<file path="src/rtl/dtq_pkg.sv">
// ----------------------------------------------------------------------------
// dtq_pkg: shared types and constants of the deadline timeout queue
// Field widths, operation and status codes, and the word that steps
// through the row of queue cells.
// ----------------------------------------------------------------------------
`default_nettype none

package dtq_pkg;

  localparam int ID_W         = 5;
  localparam int TIME_W       = 64;
  localparam int TIMEOUT_W    = 32;
  localparam int MAX_RESULTS  = 16;
  localparam int THREADS_DEF  = 16;

  localparam logic [TIMEOUT_W-1:0] WAIT_FOREVER = '1;

  // Request codes; the fourth code is unused and answered as an error
  typedef enum logic [1:0] {
    OP_TICK   = 2'd0,
    OP_SET    = 2'd1,
    OP_CANCEL = 2'd2
  } op_t;

  typedef enum logic [1:0] {
    ST_OK        = 2'd0,
    ST_PARAM_ERR = 2'd1,
    ST_EXPIRED   = 2'd2,
    ST_IDLE_TICK = 2'd3
  } status_t;

  // What every cell does in a cycle
  typedef enum logic [1:0] {
    CELL_HOLD   = 2'd0,
    CELL_REMOVE = 2'd1,
    CELL_POP    = 2'd2,
    CELL_INSERT = 2'd3
  } cell_op_t;

  // One queue slot
  typedef struct packed {
    logic              valid;
    logic [ID_W-1:0]   id;
    logic [TIME_W-1:0] deadline;
  } entry_t;

  // Command broadcast along the row
  typedef struct packed {
    cell_op_t          op;
    logic [ID_W-1:0]   id;
    logic [TIME_W-1:0] key;
    logic [TIME_W-1:0] count;
  } cell_cmd_t;

endpackage

`default_nettype wire

</file>
<file path="src/rtl/dtq_cell.sv">
// ----------------------------------------------------------------------------
// dtq_cell: one slot of the sorted timeout queue
// Holds a thread id and its deadline; shifts toward the head on a removal
// and toward the tail on an insertion, taking words from its neighbors.
// ----------------------------------------------------------------------------
`default_nettype none

module dtq_cell (
  input  wire                 clk,
  input  wire                 rst,
  input  dtq_pkg::cell_cmd_t  cmd,
  input  dtq_pkg::entry_t     left,
  input  wire                 left_le,
  input  dtq_pkg::entry_t     right,
  input  wire                 hit_in,
  output dtq_pkg::entry_t     ent,
  output logic                le,
  output logic                due,
  output logic                hit_out
);
  import dtq_pkg::*;

  entry_t ent_next;
  logic   hit_here;

  // Compare against the broadcast id, deadline key and tick count
  assign hit_here = ent.valid && (ent.id == cmd.id);
  assign hit_out  = hit_in | hit_here;
  assign le       = ent.valid && (ent.deadline <= cmd.key);
  assign due      = ent.valid && (ent.deadline <= cmd.count);

  // Pick the next content of the slot
  always_comb begin
    ent_next = ent;
    unique case (cmd.op)
      CELL_HOLD: begin
      end
      CELL_REMOVE: begin
        if (hit_out) begin
          ent_next = right;
        end
      end
      CELL_POP: begin
        ent_next = right;
      end
      CELL_INSERT: begin
        if (!le) begin
          if (left_le) begin
            ent_next.valid    = 1'b1;
            ent_next.id       = cmd.id;
            ent_next.deadline = cmd.key;
          end else begin
            ent_next = left;
          end
        end
      end
    endcase
  end

  // Slot register; only the occupancy flag is reset
  always_ff @(posedge clk) begin
    ent.id       <= ent_next.id;
    ent.deadline <= ent_next.deadline;
    if (rst) begin
      ent.valid <= 1'b0;
    end else begin
      ent.valid <= ent_next.valid;
    end
  end

endmodule

`default_nettype wire

</file>
<file path="config.mk">
export PLATFORM = sky130hd
export DESIGN_NAME = dtq_cell
export DESIGN_NICKNAME = d
export VERILOG_FILES = /design/src/rtl/dtq_pkg.sv /design/src/rtl/dtq_cell.sv
export SDC_FILE = /design/constraint.sdc
export NUM_CORES = 1
export LEC_CHECK = 0
export ABC_CLOCK_PERIOD_IN_PS = 9800
export BUFFER_PORTS_ARGS = -buffer_cell sky130_fd_sc_hd__clkbuf_2
export CORE_MARGIN = 10
export CORE_UTILIZATION = 48
export CTS_CLUSTER_SIZE = 30
export DETAILED_ROUTE_END_ITERATION = 8
export PLACE_DENSITY_LB_ADDON = 0.25
export SLEW_MARGIN = 25
export SYNTH_ARGS = -nofsm -noshare
export SYNTH_HDL_FRONTEND = slang
export SYNTH_SLANG_ARGS = --single-unit
</file>
<file path="constraint.sdc">
create_clock -name clk -period 9.8 [get_ports clk]
set_input_delay 1.96 -clock clk [delete_from_list [all_inputs] [get_ports clk]]
set_output_delay 1.96 -clock clk [all_outputs]
set_load 0.05 [all_outputs]
</file>
==> summary.md, run 1 <==
| Metric | Value |
|---|---|
| Status | `finished clean` |
| Top cells by area, synth | `edfxtp_1, ha_1, mux2i_1, inv_1, o21ai_0` |
| Min Hold Slack | `654 ps` |
| Reg2Reg Depth | `10` |
| Number of synthesized register bits | `70` |
| Switching part of the total power | `38.0%` |
| LEAKAGE | `5.14 nW` |
| CTS hold repair buffers | `0` |
| Top cells by count, synth | `inv_1, ha_1, nand2_1` |
| Ports | `352` |
| Die Wd | `139 um` |
| Ys flop type | `edfxtp_1` |
| Fmax achieved | `0.158 GHz` |
| GP Congestion | `0.880` |
| Initial antenna violation count | `1` |
| Tot Pwr | `1.13 mW` |
| Worst rel slew slack | `38.5%` |
| Setup Viol. Count Final | `0` |
| Hold Violations, Final | `0` |
| Wirelength per Cell | `18.5 um` |
| DR vias | `6758` |
| EDFF count, synth | `69` |
| Clock buffer depth | `2` |
| Row cnt | `43` |
| Final number of max-transition violations | `0` |
| Via density per instance | `5.18` |
| Number of max-cap violations | `0` |
| # DRC | `0` |
| Yosys top cell area share | `30.3%` |
| WP data required | `7840 ps` |
| Worst setup SP type | `primary input` |
| Most frequent cell after synthesis | `inv_1` |
| Worst-Margin Slew | `899 ps` |
| Largest net degree at the start of global routing | `73` |
| TNS Setup | `0 ps` |
| Total routed wirelength | `24100 um` |
| CTS Root Cell | `clkbuf_16` |
| Chip height | `139 um` |
| Die ar. | `0.0194 mm2` |
| Initial core utilization | `49.1%` |
| IO buf count | `351` |
| Cell type with the largest total area after synthesis | `edfxtp_1` |
| DR iter-0 viols | `316` |
| Asr flop ratio synth | `0%` |
| Syn. warnings | `0` |
| Clk_skew | `6.10 ps` |
| Synth Cell Area | `0.00684 mm2` |
| Total CTS buffers | `9` |
| Net switching power | `0.427 mW` |
| Post-cts sizing count | `0` |
| Post-layout net count | `1526` |
| Core ar. | `0.0139 mm2` |
| P&R area growth vs syn | `32.4%` |
| Crit Path Max Fanout | `3` |
| Largest registers | `ent (70)` |
| Crit path capture type | `output pin` |
| First-pass GRT wire length | `36700 um` |
| Clock share of power | `26.1%` |
| Post-detail-place hpwl | `20600 um` |
| Num Clock Sinks | `70` |
| Post-CTS Setup Inserts | `0` |
| Global route overflow | `0` |
| Share of cells above drive strength 1 | `33.3%` |
| Cells after Synth | `776` |
| Max VDD drop | `0.109 mV` |
| Post-route cell area | `0.00905 mm2` |
| Most flop-heavy register | `ent` |
| Clk slew on worst S/H paths | `60 ps` |
| Pre-Repair DR Iteration Count | `5` |
| Final period utilization | `64.7%` |
| Number of flip-flops in the largest register | `70` |
| Sequential share of power | `35.4%` |
| Overall Global Routing Usage | `23.4%` |
| Crit Path Class | `primary input to output pin` |
| H-tree Lvls | `3` |
| Syn Nets | `1183` |
| Unrepaired setup endpoints after global routing | `no` |
| Final core occ | `65.0%` |
| R2R Setup Slk | `5880 ps` |
| Number of fillers in the final layout | `1258` |
| Antenna viol nets, final | `0` |
| Arrival @ worst endpoint | `4380 ps` |
| Worst skew pair latency | `340 ps` |
| Placed Area | `0.00877 mm2` |
| Internal power | `0.699 mW` |
| CTS tree | `done` |
| Hold crit path type | `flip-flop to flip-flop` |
| Sequential element share of the synthesized area | `30.6%` |
| Yosys cell types | `40` |
| Pwr Density | `124 mW/mm2` |
| Period minus WS final | `6340 ps` |
| Vias in the first global route | `7209` |
| N_diodes | `0` |
| Syn_area_per_cell | `8.81 um2` |
| Combinational share of power | `38.5%` |
| Hold depth | `2` |
==> logic make-up (layout without fill, tap and decap cells) <==
logic type	Yosys count	in the layout	synth area share, %
compound gates	177	177	15.3
simple gates	173	173	11.5
fa+ha+maj	128	128	23.4
xor+xnor	5	5	0.640
mux	69	69	10.1
buf+inv	154	502	8.49
flops	70	70	30.6
==> cell type report <==
class	count	area [um2]	share of cell area (%)
Clock inverter	2	8.76	0.0967
Clock buffer	14	244	2.69
Sequential cell	70	2090	23.1
Multi-Input combinational cell	552	4180	46.2
Tap cell	180	225	2.49
Timing Repair Buffer	355	1810	20.0
Inverter	131	492	5.43
==> routing by layer <==
metal / GRT usage (%) / routed length, um / vias up
met5: 0 / 10 / -
met4: 5.60 / 365 / 2
met3: 9.08 / 2330 / 26
met2: 42.3 / 12200 / 287
met1: 24.9 / 9190 / 2992
li1: - / - / 3451
==> power groups by stage <==
stage	Clock, mW	Combinational, mW	Sequential, mW
2_1_floorplan	0	0.184	0.498
3_3_place_gp	0	0.422	0.403
3_5_place_dp	0	0.431	0.404
4_1_cts	0.302	0.434	0.398
5_1_grt	0.313	0.480	0.402
6_report	0.294	0.433	0.398
==> worst max-delay path, cell delays in order <==
cell       delay, ps
clkbuf_2          90
inv_1             40
ha_1             300
a21o_1           180
nand3_1           80
a21oi_1           70
a2111oi_0        780
a211oi_2         180
nor3_2           220
o21ai_2          120
inv_1             80
clkbuf_2         290
==> through the flow <==
step                      setup WS [ps]  std cells
after floorplan                    3550        776
after global placement             3450       1287
after detailed placement           3420       1287
after CTS                          3420       1303
after global routing               3240       1304
final                              3460       1304
==> worst paths after layout <==
| check | from | to |
|---|---|---|
| worst max-delay path | cmd[73] | le |
| worst min register to register | ent[69]$_SDFFE_PP0P_ | ent[69]$_SDFFE_PP0P_ |
| worst min-delay path | ent[69]$_SDFFE_PP0P_ | ent[69]$_SDFFE_PP0P_ |
| worst max register to register | ent[61]$_DFFE_PP_ | ent[67]$_DFFE_PP_ |
==> cell usage in the layout, fill, tap and decap left out, drive strengths merged, types with 2 or more instances in the layout <==
cell / count
buf: 5
o21ai: 86
o211ai: 4
clkinv: 2
inv: 131
nand3: 9
a31o: 2
mux2i: 69
nor3: 8
xor2: 4
clkbuf: 364
a211oi: 10
edfxtp: 69
nand4: 26
a221oi: 3
or3: 3
nor2: 18
o21a: 4
a21oi: 43
a2111oi: 3
ha: 128
nand2: 98
nor4: 4
a21o: 15
o31ai: 2
nor2b: 4
No activity file was read; power rests on OpenSTA's default activity.
==> run 2, diff against run 1 <==
--- a/config.mk
+++ b/config.mk
@@ -5,10 +5,10 @@
 export SDC_FILE = /design/constraint.sdc
 export NUM_CORES = 1
 export LEC_CHECK = 0
-export ABC_CLOCK_PERIOD_IN_PS = 9800
+export ABC_CLOCK_PERIOD_IN_PS = 6500
 export BUFFER_PORTS_ARGS = -buffer_cell sky130_fd_sc_hd__clkbuf_2
 export CORE_MARGIN = 10
-export CORE_UTILIZATION = 48
+export CORE_UTILIZATION = 47
 export CTS_CLUSTER_SIZE = 30
 export DETAILED_ROUTE_END_ITERATION = 8
 export PLACE_DENSITY_LB_ADDON = 0.25
==> constraint.sdc (replaced) <==
create_clock -name clk -period 6.5 [get_ports clk]
set_input_delay 1.3 -clock clk [delete_from_list [all_inputs] [get_ports clk]]
set_output_delay 1.3 -clock clk [all_outputs]
set_load 0.05 [all_outputs]
==> summary.md, run 2 (synthesis results as in run 1) <==
| Metric | Value |
|---|---|
| Row cnt | `44` |
| Crit Path Class | `primary input to output pin` |
| Place WS | `1420 ps` |
| Initial core utilization | `47.6%` |
| Reg2Reg Depth | `10` |
| TNS Setup | `0 ps` |
| N_diodes | `0` |
| Post-cts sizing count | `0` |
| Vias in the first global route | `7035` |
| Area of the multi-input gates | `0.00418 mm2` |
| Arrival @ worst endpoint | `3730 ps` |
| Status | `finished clean` |
| Worst rel slew slack | `38.3%` |
| Core ar. | `0.0144 mm2` |
| WP depth | `12` |
| Max VDD drop | `0.0948 mV` |
| Worst skew pair latency | `340 ps` |
| Most common cell after layout, fill and taps aside | `clkbuf_2` |
| IO buf count | `351` |
| CTS hold repair buffers | `0` |
| Largest registers | `ent (70)` |
| Fmax achieved | `0.199 GHz` |
| Post-CTS Setup Inserts | `0` |
| Worst-Margin Slew | `902 ps` |
| Clock buffer depth | `2` |
| WP data required | `5200 ps` |
| P&R area growth vs syn | `32.5%` |
| Worst setup SP type | `primary input` |
| DR vias | `6723` |
| Chip height | `141 um` |
| Cell Chain, Critical Path | `clkbuf_2 > inv_1 > ha_1 > a21o_1 > nand3_1 > a21oi_1 > a2111oi_0 > a211oi_2 > nor3_2 > o21ai_2 > inv_1 > clkbuf_2` |
| Clk_skew | `11.5 ps` |
| Crit-path slowest cell | `a2111oi_0` |
| LEAKAGE | `5.15 nW` |
| Antenna viol nets, final | `0` |
| Final period utilization | `77.4%` |
| Total routed wirelength | `23400 um` |
| GP Congestion | `0.881` |
| Share of cells above drive strength 1 | `33.5%` |
| Initial antenna violation count | `3` |
| Setup WS post-layout | `1470 ps` |
| Most flop-heavy register | `ent` |
| CTS tree | `done` |
| Wirelength per Cell | `17.9 um` |
| Buffers & Inverters on Critical Path | `4` |
| Setup Viol. Count Final | `0` |
| Pwr Density | `187 mW/mm2` |
| Overall Global Routing Usage | `22.8%` |
| Hold crit path type | `flip-flop to flip-flop` |
| Largest net degree at the start of global routing | `106` |
| Number of max-cap violations | `0` |
| DR iter-0 viols | `276` |
| Die Wd | `141 um` |
| Total CTS buffers | `9` |
| Pre-Repair DR Iteration Count | `6` |
| Storage cell area | `0.00209 mm2` |
| CTS Root Cell | `clkbuf_16` |
| Die ar. | `0.0198 mm2` |
| Period minus WS final | `5030 ps` |
| Num Clock Sinks | `70` |
| Delay-heaviest family, CP | `compound AO/OA/AOI/OAI gates` |
| Hold Violations, Final | `0` |
| H-tree Lvls | `3` |
| Most frequent cells in the layout | `clkbuf_2, inv_1, ha_1, nand2_1, o21ai_0` |
| Ports | `352` |
| Tot Pwr | `1.69 mW` |
| Number of flip-flops in the largest register | `70` |
| Post-detail-place hpwl | `20300 um` |
| Final number of max-transition violations | `0` |
| Global route overflow | `0` |
| Post-layout net count | `1527` |
| Crit path capture type | `output pin` |
| Largest stage delay, worst path | `780 ps` |
| Via density per instance | `5.14` |
| Number of fillers in the final layout | `1294` |
| First-pass GRT wire length | `36200 um` |
| Unrepaired setup endpoints after global routing | `no` |
| # DRC | `0` |
| Crit Path Max Fanout | `3` |
| Clk slew on worst S/H paths | `50 ps` |
| Hold depth | `2` |
[run 2: cell count changes in the layout (fill, tap and decap cells not counted)]
cell / change
clkbuf_8: +1
clkbuf_1: -1
clkinv_1: -1
clkinv_2: +1
buf_4: +2
buf_16: -1
[run 2: per-layer routing]
layer | vias to the layer above | routed length (um) | GRT usage [%]
met2 | 269 | 11300 | 39.2
met5 | - | 34 | 0
met1 | 2964 | 9110 | 25.1
li1 | 3447 | - | -
met4 | 4 | 503 | 7.50
met3 | 39 | 2480 | 8.83
[run 2: cell type report]
type	count	share of cell area, %
Clock inverter	2	0.110
Inverter	131	5.43
Multi-Input combinational cell	552	46.2
Sequential cell	70	23.1
Tap cell	184	2.54
Clock buffer	14	2.80
Timing Repair Buffer	356	19.8
[run 2: metrics by stage]
step / instance area [um2] / utilization (%) / instances / hold WS [ps]
after detailed placement: 8790 / 61.2 / 1293 / 697
after global routing: 9060 / 63.0 / 1309 / 781
final: 9060 / 63.0 / 1309 / 707
after CTS: 9060 / 63.0 / 1309 / 707
after floorplan: 6840 / - / 776 / 786
after global placement: 8790 / 61.2 / 1293 / 694
[run 2: final timing paths]
path | from | end | slack (ps)
setup reg to reg | ent[63]$_DFFE_PP_ | ent[12]$_DFFE_PP_ | 2580
hold / removal | ent[69]$_SDFFE_PP0P_ | ent[69]$_SDFFE_PP0P_ | 710
setup / recovery | cmd[73] | le | 1470
hold reg to reg | ent[69]$_SDFFE_PP0P_ | ent[69]$_SDFFE_PP0P_ | 710
[run 2: worst reg2reg max path: stages (launching register included)]
cell       delay, ps
edfxtp_1         460
ha_1             340
nand4_1          190
nor4_2           530
nand4_1          320
nor2_1           190
a211o_1          130
nor3_2            40
o21ai_2          240
a2bb2oi_4        690
buf_4            450
[run 2: power by group]
group / switching, mW / internal [mW] / leakage (nW)
registers: 0.0436 / 0.556 / 0.703
clock network: 0.181 / 0.268 / 0.131
logic: 0.408 / 0.237 / 4.32
total: 0.633 / 1.06 / 5.15
